===== src/rtl/hcbd_pkg.sv =====
// ----------------------------------------------------------------------------
// hcbd_pkg
// Types and constants shared by the chunked body decoder modules.
// ----------------------------------------------------------------------------
package hcbd_pkg;

	localparam int SIZE_BITS_DEF = 24;
	localparam int QUEUE_DEPTH   = 4;

	localparam logic [7:0] CHAR_CR    = 8'h0D;
	localparam logic [7:0] CHAR_LF    = 8'h0A;
	localparam logic [7:0] CHAR_SPACE = 8'h20;
	localparam logic [7:0] CHAR_TAB   = 8'h09;
	localparam logic [7:0] CHAR_VT    = 8'h0B;
	localparam logic [7:0] CHAR_FF    = 8'h0C;
	localparam logic [7:0] CHAR_PLUS  = 8'h2B;
	localparam logic [7:0] CHAR_MINUS = 8'h2D;
	localparam logic [7:0] CHAR_ZERO  = 8'h30;
	localparam logic [7:0] CHAR_NINE  = 8'h39;
	localparam logic [7:0] CHAR_LO_A  = 8'h61;
	localparam logic [7:0] CHAR_LO_F  = 8'h66;
	localparam logic [7:0] CHAR_UP_A  = 8'h41;
	localparam logic [7:0] CHAR_UP_F  = 8'h46;
	localparam logic [7:0] CHAR_LO_X  = 8'h78;
	localparam logic [7:0] CHAR_UP_X  = 8'h58;

	typedef enum logic [2:0] {
		OC_PAYLOAD    = 3'd0,
		OC_DONE       = 3'd1,
		OC_BAD_SIZE   = 3'd2,
		OC_SHORT_DATA = 3'd3,
		OC_NO_CRLF    = 3'd4,
		OC_OVERFLOW   = 3'd5
	} outcome_t;

	typedef struct packed {
		logic [7:0] body_byte;
		logic       final_byte;
	} body_t;

	typedef struct packed {
		logic [7:0] payload_byte;
		outcome_t   outcome;
	} result_t;

	// Byte as seen by the parser: raw value plus its character classes.
	typedef struct packed {
		logic [7:0] raw;
		logic       fin;
		logic [3:0] digit;
		logic       is_hex;
		logic       is_blank;
		logic       is_cr;
		logic       is_lf;
		logic       is_plus;
		logic       is_minus;
		logic       is_zero;
		logic       is_x;
	} byte_class_t;

endpackage


===== src/rtl/hcbd_front.sv =====
// ----------------------------------------------------------------------------
// hcbd_front
// Input handshake and character classification of each body byte.
// ----------------------------------------------------------------------------
module hcbd_front import hcbd_pkg::*; (
	input  logic        body_valid,
	output logic        body_stall,
	input  body_t       body,
	input  logic        queue_full,
	output logic        push,
	output byte_class_t cls
);

	logic [7:0] b;

	assign b          = body.body_byte;
	assign body_stall = queue_full;
	assign push       = body_valid & ~queue_full;

	always_comb begin
		cls          = '0;
		cls.raw      = b;
		cls.fin      = body.final_byte;
		cls.is_cr    = (b == CHAR_CR);
		cls.is_lf    = (b == CHAR_LF);
		cls.is_plus  = (b == CHAR_PLUS);
		cls.is_minus = (b == CHAR_MINUS);
		cls.is_zero  = (b == CHAR_ZERO);
		cls.is_x     = (b == CHAR_LO_X) || (b == CHAR_UP_X);
		cls.is_blank = (b == CHAR_SPACE) || (b == CHAR_TAB) || (b == CHAR_LF) ||
			(b == CHAR_VT) || (b == CHAR_FF) || (b == CHAR_CR);
		if (b >= CHAR_ZERO && b <= CHAR_NINE) begin
			cls.is_hex = 1'b1;
			cls.digit  = b[3:0];
		end else if ((b >= CHAR_LO_A && b <= CHAR_LO_F) ||
				(b >= CHAR_UP_A && b <= CHAR_UP_F)) begin
			// Letters a-f and A-F share their low three bits: 1..6 maps to 10..15.
			cls.is_hex = 1'b1;
			cls.digit  = 4'(b[2:0] + 3'd1) + 4'd8;
		end
	end

endmodule


===== src/rtl/hcbd_queue.sv =====
// ----------------------------------------------------------------------------
// hcbd_queue
// Small first-in first-out queue of classified bytes between front and back.
// ----------------------------------------------------------------------------
module hcbd_queue import hcbd_pkg::*; (
	input  logic        clk,
	input  logic        arst_n,
	input  logic        push,
	input  byte_class_t push_data,
	input  logic        pop,
	output byte_class_t head,
	output logic        not_empty,
	output logic        full
);

	localparam int PTR_BITS = (QUEUE_DEPTH > 1) ? $clog2(QUEUE_DEPTH) : 1;
	localparam int CNT_BITS = $clog2(QUEUE_DEPTH + 1);

	byte_class_t         mem_q [QUEUE_DEPTH];
	logic [PTR_BITS-1:0] wr_ptr_q;
	logic [PTR_BITS-1:0] rd_ptr_q;
	logic [CNT_BITS-1:0] count_q;

	assign head      = mem_q[rd_ptr_q];
	assign not_empty = (count_q != '0);
	assign full      = (count_q == CNT_BITS'(QUEUE_DEPTH));

	always_ff @(posedge clk) begin
		if (push) begin
			mem_q[wr_ptr_q] <= push_data;
		end
	end

	always_ff @(posedge clk or negedge arst_n) begin
		if (!arst_n) begin
			wr_ptr_q <= '0;
			rd_ptr_q <= '0;
			count_q  <= '0;
		end else begin
			if (push) begin
				wr_ptr_q <= (wr_ptr_q == PTR_BITS'(QUEUE_DEPTH - 1)) ? '0 : wr_ptr_q + 1'b1;
			end
			if (pop) begin
				rd_ptr_q <= (rd_ptr_q == PTR_BITS'(QUEUE_DEPTH - 1)) ? '0 : rd_ptr_q + 1'b1;
			end
			if (push && !pop) begin
				count_q <= count_q + 1'b1;
			end else if (pop && !push) begin
				count_q <= count_q - 1'b1;
			end
		end
	end

endmodule


===== src/rtl/hcbd_back.sv =====
// ----------------------------------------------------------------------------
// hcbd_back
// Chunk parser: size line, payload count, trailing CR LF, and result register.
// ----------------------------------------------------------------------------
module hcbd_back import hcbd_pkg::*; #(
	parameter int SIZE_BITS = SIZE_BITS_DEF
) (
	input  logic        clk,
	input  logic        arst_n,
	input  byte_class_t head,
	input  logic        not_empty,
	output logic        pop,
	output logic        result_valid,
	input  logic        result_stall,
	output result_t     result
);

	typedef enum logic [2:0] {
		PH_LEAD   = 3'd0,
		PH_SIGNED = 3'd1,
		PH_ZERO   = 3'd2,
		PH_DIGITS = 3'd3,
		PH_TAIL   = 3'd4,
		PH_DATA   = 3'd5,
		PH_TRAIL  = 3'd6,
		PH_SINK   = 3'd7
	} phase_t;

	phase_t                 phase_q, phase_n, sub;
	logic [SIZE_BITS-1:0]   size_q, size_n;
	logic [SIZE_BITS-1:0]   left_q, left_n;
	logic                   neg_q, neg_n;
	logic                   cr_q, cr_n;
	logic                   emit;
	logic                   handled;
	result_t                res;
	logic                   result_valid_q;
	result_t                result_q;
	logic [SIZE_BITS-1:0]   size_shifted;
	logic                   size_full;

	assign result_valid = result_valid_q;
	assign result       = result_q;
	assign pop          = not_empty & (~result_valid_q | ~result_stall);

	assign size_shifted = {size_q[SIZE_BITS-5:0], head.digit};
	assign size_full    = (size_q[SIZE_BITS-1 -: 4] != 4'd0);

	always_comb begin
		phase_n          = phase_q;
		size_n           = size_q;
		left_n           = left_q;
		neg_n            = neg_q;
		cr_n             = cr_q;
		emit             = 1'b0;
		handled          = 1'b0;
		sub              = phase_q;
		res.payload_byte = 8'd0;
		res.outcome      = OC_PAYLOAD;

		case (phase_q)
			PH_DATA: begin
				emit = 1'b1;
				if (head.fin) begin
					res.outcome = (left_q <= SIZE_BITS'(1)) ? OC_NO_CRLF : OC_SHORT_DATA;
				end else begin
					res.payload_byte = head.raw;
					left_n = left_q - SIZE_BITS'(1);
					if (left_q == SIZE_BITS'(1)) begin
						phase_n = PH_TRAIL;
						cr_n    = 1'b0;
					end
				end
			end
			PH_TRAIL: begin
				if (!cr_q) begin
					if (head.is_cr) begin
						cr_n = 1'b1;
					end else begin
						emit        = 1'b1;
						res.outcome = OC_NO_CRLF;
						phase_n     = PH_SINK;
					end
				end else begin
					if (head.is_lf) begin
						phase_n = PH_LEAD;
						size_n  = '0;
						neg_n   = 1'b0;
						cr_n    = 1'b0;
					end else begin
						emit        = 1'b1;
						res.outcome = OC_NO_CRLF;
						phase_n     = PH_SINK;
					end
				end
				if (head.fin && !emit) begin
					emit        = 1'b1;
					res.outcome = (phase_n == PH_LEAD) ? OC_DONE : OC_NO_CRLF;
				end
			end
			PH_SINK: begin
				phase_n = PH_SINK;
			end
			default: begin
				if (cr_q && head.is_lf) begin
					cr_n = 1'b0;
					if (size_q == '0) begin
						emit        = 1'b1;
						res.outcome = OC_DONE;
						phase_n     = PH_SINK;
					end else if (neg_q) begin
						emit        = 1'b1;
						res.outcome = OC_BAD_SIZE;
						phase_n     = PH_SINK;
					end else begin
						left_n  = size_q;
						phase_n = PH_DATA;
						if (head.fin) begin
							emit        = 1'b1;
							res.outcome = OC_SHORT_DATA;
						end
					end
				end else begin
					cr_n = head.is_cr;
					// Blanks and a sign before the digits are consumed without any
					// end-of-message check.
					if (phase_q == PH_LEAD) begin
						if (head.is_blank) begin
							handled = 1'b1;
						end else if (head.is_plus) begin
							handled = 1'b1;
							phase_n = PH_SIGNED;
						end else if (head.is_minus) begin
							handled = 1'b1;
							neg_n   = 1'b1;
							phase_n = PH_SIGNED;
						end else begin
							sub = PH_SIGNED;
						end
					end
					if (!handled) begin
						case (sub)
							PH_SIGNED: begin
								if (head.is_zero) begin
									phase_n = PH_ZERO;
								end else if (head.is_hex) begin
									size_n  = size_shifted;
									phase_n = PH_DIGITS;
								end else begin
									phase_n = PH_TAIL;
								end
							end
							PH_ZERO: begin
								if (head.is_x) begin
									phase_n = PH_DIGITS;
								end else if (head.is_hex) begin
									size_n  = size_shifted;
									phase_n = PH_DIGITS;
								end else begin
									phase_n = PH_TAIL;
								end
							end
							PH_DIGITS: begin
								if (head.is_hex) begin
									if (size_full) begin
										emit        = 1'b1;
										res.outcome = OC_OVERFLOW;
										phase_n     = PH_SINK;
									end else begin
										size_n = size_shifted;
									end
								end else begin
									phase_n = PH_TAIL;
								end
							end
							default: begin
								phase_n = sub;
							end
						endcase
						if (head.fin && !emit) begin
							emit        = 1'b1;
							res.outcome = OC_BAD_SIZE;
						end
					end
				end
			end
		endcase

		if (head.fin) begin
			phase_n = PH_LEAD;
			size_n  = '0;
			left_n  = '0;
			neg_n   = 1'b0;
			cr_n    = 1'b0;
		end
	end

	always_ff @(posedge clk or negedge arst_n) begin
		if (!arst_n) begin
			phase_q        <= PH_LEAD;
			size_q         <= '0;
			left_q         <= '0;
			neg_q          <= 1'b0;
			cr_q           <= 1'b0;
			result_valid_q <= 1'b0;
			result_q       <= '0;
		end else begin
			if (pop) begin
				phase_q <= phase_n;
				size_q  <= size_n;
				left_q  <= left_n;
				neg_q   <= neg_n;
				cr_q    <= cr_n;
			end
			if (pop && emit) begin
				result_valid_q <= 1'b1;
				result_q       <= res;
			end else if (!result_stall) begin
				result_valid_q <= 1'b0;
			end
		end
	end

endmodule


===== src/rtl/http_chunked_body_decoder.sv =====
// ----------------------------------------------------------------------------
// http_chunked_body_decoder
// Decodes a chunked HTTP/1.1 message body into payload bytes and end or
// error results.
// ----------------------------------------------------------------------------
// The block takes one body beat per clock and gives at most one result beat
// per body beat, so it sustains one byte per cycle while the result side keeps
// up. An accepted beat goes into a four-entry queue, and the parser takes it
// from the queue head and registers its result beat in the result register;
// the queue lets the body side keep sending for four beats while the result
// side stalls. The parser handles size lines, payload bytes and the trailing
// CR LF at one byte per cycle while the result side keeps up, and the final
// byte of a message always returns the parser to the start of a size line.
module http_chunked_body_decoder import hcbd_pkg::*; #(
	parameter int SIZE_BITS = SIZE_BITS_DEF
) (
	input  logic    clk,
	input  logic    arst_n,
	input  logic    body_valid,
	output logic    body_stall,
	input  body_t   body,
	output logic    result_valid,
	input  logic    result_stall,
	output result_t result
);

	byte_class_t cls;
	byte_class_t head;
	logic        push;
	logic        pop;
	logic        queue_full;
	logic        not_empty;

	hcbd_front u_front (
		.body_valid (body_valid),
		.body_stall (body_stall),
		.body       (body),
		.queue_full (queue_full),
		.push       (push),
		.cls        (cls)
	);

	hcbd_queue u_queue (
		.clk       (clk),
		.arst_n    (arst_n),
		.push      (push),
		.push_data (cls),
		.pop       (pop),
		.head      (head),
		.not_empty (not_empty),
		.full      (queue_full)
	);

	hcbd_back #(
		.SIZE_BITS (SIZE_BITS)
	) u_back (
		.clk          (clk),
		.arst_n       (arst_n),
		.head         (head),
		.not_empty    (not_empty),
		.pop          (pop),
		.result_valid (result_valid),
		.result_stall (result_stall),
		.result       (result)
	);

endmodule

===== config.mk =====
export PLATFORM = sky130hd
export DESIGN_NAME = http_chunked_body_decoder
export DESIGN_NICKNAME = d
export VERILOG_FILES = /design/src/rtl/hcbd_pkg.sv /design/src/rtl/hcbd_front.sv /design/src/rtl/hcbd_queue.sv /design/src/rtl/hcbd_back.sv /design/src/rtl/http_chunked_body_decoder.sv
export SDC_FILE = /design/constraint.sdc
export NUM_CORES = 1
export LEC_CHECK = 0
export ABC_AREA = 1
export BUFFER_PORTS_ARGS = -buffer_cell sky130_fd_sc_hd__clkbuf_2
export CAP_MARGIN = 15
export CORE_MARGIN = 5
export CORE_UTILIZATION = 25
export DETAILED_ROUTE_END_ITERATION = 8
export PLACE_DENSITY = 0.35
export SLEW_MARGIN = 20
export SYNTH_ARGS = -nofsm -noshare
export SYNTH_HDL_FRONTEND = slang
export SYNTH_SLANG_ARGS = --single-unit

===== constraint.sdc =====
create_clock -name clk -period 3.3 [get_ports clk]
set_clock_uncertainty 0.2 [all_clocks]
set_input_delay 0.495 -clock clk [delete_from_list [all_inputs] [get_ports clk]]
set_output_delay 0.495 -clock clk [all_outputs]
set_load 0.005 [all_outputs]

==> flow_summary.ini, run 1 <==
[logic_synthesis]
netlist_area_um2 = 7990
yosys.cell_count.top_type = nand2_1
synth.distinct_cells = 45
synthTopCellsByCount = nand2_1, nor2_1, o21ai_0, inv_1, edfxtp_1
synth_nets = 947
synth_edf_count = 84
synth_cells = 920
synth_top_area_share = 0.316
ys_seq_area_frac = 0.541
synth_top_area_cell = edfxtp_1
yosysWarnings = 0
synth-main-ff-cell = edfxtp_1
synth_seq_cells = 156
synth.area.top_cells = edfxtp_1, dfrtp_1, nand2_1, nor2_1, o21ai_0
syn_area_per_cell_um2 = 8.69
async_flop_share = 0.462

[critical_path]
cp.arrival_ns = 3.06
end_kind = flop
path_buf_inv = 2
crit_top_cell = nand2_1
crit_required_ns = 3.42
crit_family = simple AND/OR/NAND/NOR gates
critical_path.max_stage_delay_ns = 0.63
r2r_start = u_queue.rd_ptr_q[1]
crit_start = u_queue.rd_ptr_q[1]
path_depth = 9
slowest_stage = a21oi_4
path_cells = inv_2 -> nand3_1 -> nand2_1 -> inv_1 -> nor2_1 -> a21oi_4 -> nand3_4 -> nand2_1 -> nand2_1
r2r_cells = 9
worstSetupPathType = flop to flop
crit_path_max_fanout = 25
critPathLaunchType = flop

[pwr]
ir_worst_vdd_uv = 478
p_leak_nw = 3.89
power_density_nw_per_um2 = 1030

[timing]
post-route-period-util = 0.890
setup_viol = 0
finalHoldViolCount = 0
period_needed_ns = 2.94
timing.fmax_mhz = 341
tns_ns = 0
max-slew-margin-rel = 0.495
finalMaxSlewViolations = 0
tightest_slew_ns = 0.755
rsz0062_at_grt = no

[detailed_routing]
drt_iter0_drc = 352
drc = 0
ant_nets = 0
routed_wl_um = 22300
vias = 6252
dr.pass1.iters = 5
avgViaCountPerCell = 4.59
wl_per_cell_um = 16.4

[global_route]
antenna_found_initial = 0
grt_max_degree = 73
overflow = 0
grt_usage = 0.129
grt_first_pass_wirelength_um = 36200
grt_pass1_vias = 6292

[cells_and_area]
diodes = 0
fillers = 3411
area_delta_synth_final_pct = 14.3
stdcell_area_um2 = 9140
fin_nets = 975
drive_gt1_frac = 0.108

[die]
initial_core_util = 0.253
pin_count = 26
rows = 65
coreArea_um2 = 31600
dieArea_um2 = 35600
die_width_um = 189
die_y_um = 189

[cts]
cts_root_buf = clkbuf_16
cts_tree = yes
clk_latency_ns = 0.43
cts_buffer_depth = 2
clock_sinks = 156
clk_pin_slew_ns = 0.07
numCtsBuffers = 17
cts-htree-levels = 4
cts_resized = 0

[run]
max_cap_violations = 0

[worst_hold_path]
hold_start = result_stall
min_path_cells = 3
hp-class = input port to flop

[placement]
dpl_cell_area_um2 = 8570
post-dp-hpwl_um = 15200
routabilityCongestion = 0.791
numPortBuffers = 25

[run_status]
status = finished clean
==> placed cells by master (no fill, tap or decap), types with 2 or more instances in the layout <==
cell	n
nand3b_1	2
nor3_1	12
nor2_1	120
o21ai_0	87
nand2_2	7
nand2_1	206
dfrtp_1	72
a21oi_1	36
ha_1	13
edfxtp_1	84
clkbuf_1	2
nand3_4	2
inv_6	7
xor2_1	5
clkbuf_16	17
o211ai_1	2
inv_2	6
nor2_2	4
o22ai_1	14
nor4_1	2
a22oi_1	3
nand4_1	37
xnor2_1	2
inv_4	2
clkbuf_2	24
buf_4	20
o21ai_1	15
inv_1	85
nand3_1	48
a31oi_1	2
inv_8	4
==> flip-flops by register name, summed over array words and instances (netlist names) <==
| signal | cells |
|---|---|
| u_back.left_q | 24 |
| u_back.cr_q | 1 |
| u_back.result_valid | 1 |
| u_queue.mem_q | 84 |
| u_queue.count_q | 3 |
| u_back.phase_q | 3 |
| u_back.size_q | 24 |
| u_back.result | 11 |
| u_queue.rd_ptr_q | 2 |
| u_back.neg_q | 1 |
| u_queue.wr_ptr_q | 2 |
==> power breakdown <==
group	leakage (nW)	switching (mW)	internal [mW]	total [mW]
sequential	1.75	0.315	2.55	2.87
combinational	1.87	3.31	1.30	4.61
clock	0.272	0.926	1.00	1.93
total	3.89	4.55	4.86	9.41
==> path summary, 6_finish.rpt <==
path | end | slack [ns]
max | u_back.size_q[14] | 0.36
max in group asynchronous | u_queue.wr_ptr_q[1] | 1.91
max reg2reg | u_back.size_q[14] | 0.36
min reg2reg | u_back.size_q[7] | 0.28
min | u_back.result_valid | 0.09
min in group asynchronous | u_back.left_q[20] | 0.45
==> layer usage <==
metal | share of wire | global-route usage | up-vias
met3 | 0.026 | 0.0222 | 15
met2 | 0.46 | 0.207 | 70
met4 | 0.010 | 0.0328 | 0
met5 | 0 | 0 | -
met1 | 0.50 | 0.181 | 3001
li1 | - | - | 3166
==> timing repair <==
action / CTS / global route
buffers inserted: 0 / 0
endpoints found under the hold margin: 0 / 59
hold buffers: 0 / 1
==> layout make-up <==
type / instances / area, um2 / share of cell area
clock buffers: 19 / 433 / 0.0474
clock inverters: 13 / 123 / 0.0134
inverters: 93 / 354 / 0.0388
multi-input cells: 634 / 3110 / 0.340
flip-flops and latches: 156 / 4320 / 0.473
well taps: 402 / 503 / 0.0551
repair buffers: 46 / 292 / 0.0319
==> cells by family (layout without fill, tap and decap cells) <==
logic type / count (synthesis) / count (layout) / synth area share
AND/OR/NAND/NOR: 444 / 444 / 0.240
AO/OA/AOI/OAI: 168 / 168 / 0.115
flip-flops: 156 / 156 / 0.541
buffers and inverters: 130 / 171 / 0.0715
adder cells (fa/ha/maj): 14 / 14 / 0.0229
XOR/XNOR: 7 / 7 / 0.00767
multiplexers: 1 / 1 / 0.00141
==> per-stage QoR <==
step	utilization	power (mW)	hold WS [ns]	worst slack, ns	instances
4_1_cts	0.289	9.57	0.0718	0.338	1362
3_5_place_dp	0.271	7.59	0.258	0.345	1330
6_report	0.289	9.41	0.0933	0.365	1363
2_1_floorplan	-	6.25	-0.000591	0.918	920
3_3_place_gp	0.271	7.65	0.259	0.385	1330
5_1_grt	0.289	10.3	0.0802	0.0375	1363
==> worst reg2reg max path: stages, from the launching register on <==
cell     delay [ns]
dfrtp_1        0.50
inv_2          0.24
nand3_1        0.15
nand2_1        0.10
inv_1          0.24
nor2_1         0.13
a21oi_4        0.63
nand3_4        0.43
nand2_1        0.16
nand2_1        0.06
(Power assumes the default switching activity.)
==> inputs of run 2 (changes only) <==
--- a/config.mk
+++ b/config.mk
@@ -10,6 +10,7 @@
 export CAP_MARGIN = 15
 export CORE_MARGIN = 5
 export CORE_UTILIZATION = 25
+export CTS_BUF_LIST = sky130_fd_sc_hd__clkbuf_8
 export DETAILED_ROUTE_END_ITERATION = 8
 export PLACE_DENSITY = 0.35
 export SLEW_MARGIN = 20
==> flow_summary.ini, run 2 (synthesized netlist as in run 1, its figures left out) <==
[timing]
tns_ns = 0
finalHoldViolCount = 0
max-slew-margin-rel = 0.497
post-route-period-util = 0.881
tightest_slew_ns = 0.753
setup_viol = 0
finalMaxSlewViolations = 0
timing.fmax_mhz = 344
period_needed_ns = 2.91
rsz0062_at_grt = no
layout_setup_ws_ns = 0.391

[detailed_routing]
drc = 0
vias = 6232
wl_per_cell_um = 16.3
drt_iter0_drc = 379
avgViaCountPerCell = 4.57
dr.pass1.iters = 5
ant_nets = 0
routed_wl_um = 22200

[cells_and_area]
final_util = 0.283
top_register = u_queue.mem_q
top_regs = u_queue.mem_q: 84 flops, u_back.left_q: 24 flops, u_back.size_q: 24 flops
layout.cells.most_common = nand2_1
final_cell_mix = nand2_1, nor2_1, inv_1, o21ai_0, edfxtp_1
largest_reg_flops = 84
area_delta_synth_final_pct = 11.9
fillers = 3425
drive_gt1_frac = 0.108
fin_nets = 975
diodes = 0

[critical_path]
path_depth = 9
critPathLaunchType = flop
crit_required_ns = 3.46
crit_path_max_fanout = 25
path_buf_inv = 2
end_kind = flop
r2r_cells = 9
crit_top_cell = nand2_1
cp.arrival_ns = 3.07
path_cells = inv_2 -> nand3_1 -> nand2_1 -> inv_1 -> nor2_1 -> a21oi_4 -> nand3_4 -> nand2_1 -> nand2_1
slowest_stage = a21oi_4
critical_path.max_stage_delay_ns = 0.63
crit_family = simple AND/OR/NAND/NOR gates
worstSetupPathType = flop to flop

[pwr]
combPwrFrac = 0.518
p_sw_mw = 4.47
p_sw_frac = 0.503
ir_worst_vdd_uv = 407
clkPwrFrac = 0.159
power.share.sequential = 0.323
internal_power_mw = 4.41
p_leak_nw = 3.81
power_density_nw_per_um2 = 992

[cts]
cts_tree = yes
postCtsSetupRepairBufs = 0
cts-htree-levels = 4
clock_sinks = 156
clk_latency_ns = 0.46
cts_buffer_depth = 2
numCtsBuffers = 17
clk_pin_slew_ns = 0.10
cts_root_buf = clkbuf_8

[global_route]
grt_pass1_vias = 6264
grt_usage = 0.129
antenna_found_initial = 0
overflow = 0
grt_max_degree = 73
grt_first_pass_wirelength_um = 36100

[placement]
post-dp-hpwl_um = 15200
numPortBuffers = 25
routabilityCongestion = 0.791
dp_slack_ns = 0.345

[die]
rows = 65
dieArea_um2 = 35600
coreArea_um2 = 31600
initial_core_util = 0.253
die_width_um = 189
pin_count = 26
die_y_um = 189

[worst_hold_path]
hp-class = input port to flop
min_path_cells = 3

[run_status]
status = finished clean

[run]
max_cap_violations = 0
[run 2: power by group through the flow]
stage | combinational, mW | clock, mW | sequential [mW]
global placement | 4.72 | 0 | 2.93
global route | 5.25 | 1.56 | 2.93
detailed placement | 4.68 | 0 | 2.91
floorplan | 3.45 | 0 | 2.80
CTS | 4.70 | 1.48 | 2.87
finish | 4.60 | 1.41 | 2.87
[run 2: through the flow]
step | power, mW | cell area (um2) | hold WS [ns] | std cells
floorplan | 6.25 | 7990 | -0.000591 | 920
global placement | 7.65 | 8570 | 0.259 | 1330
detailed placement | 7.59 | 8570 | 0.258 | 1330
CTS | 9.05 | 8930 | 0.0214 | 1362
global route | 9.74 | 8940 | 0.0228 | 1363
finish | 8.87 | 8940 | 0.0561 | 1363
[run 2: worst min-delay path: cells and delay by family]
| kind | cells | cell delay [ns] |
|---|---|---|
| simple gates | 2 | 0.12 |
| buf+inv | 1 | 0.07 |
[run 2: layer usage]
layer,wire length (um),track usage,vias up
li1,-,-,3162
met1,11300,0.181,3004
met2,10300,0.207,56
met3,454,0.0222,10
met4,174,0.0311,0
met5,0,0,-
[run 2: what timing repair did]
action / CTS / global route
resized for setup: 0 / 0
hold endpoints to repair: 0 / 72
hold buffers: 0 / 1
[run 2: area by class of cell]
cell class	instances	area, um2	area share
Inverter	93	354	0.0396
Multi-Input combinational cell	634	3110	0.347
Clock buffer	17	234	0.0262
Clock inverter	15	130	0.0145
Timing Repair Buffer	46	292	0.0326
Tap cell	402	503	0.0562
Sequential cell	156	4320	0.483
[run 2: path summary, 6_finish.rpt]
kind,startpoint,endpoint,slack (ns)
min reg2reg,u_back.size_q[12],u_back.size_q[12],0.28
max in group asynchronous,arst_n,u_queue.wr_ptr_q[1],1.94
max,u_queue.rd_ptr_q[1],u_back.size_q[14],0.39
min in group asynchronous,arst_n,u_back.left_q[22],0.41
max reg2reg,u_queue.rd_ptr_q[1],u_back.size_q[14],0.39
min,result_stall,u_back.result_valid,0.06
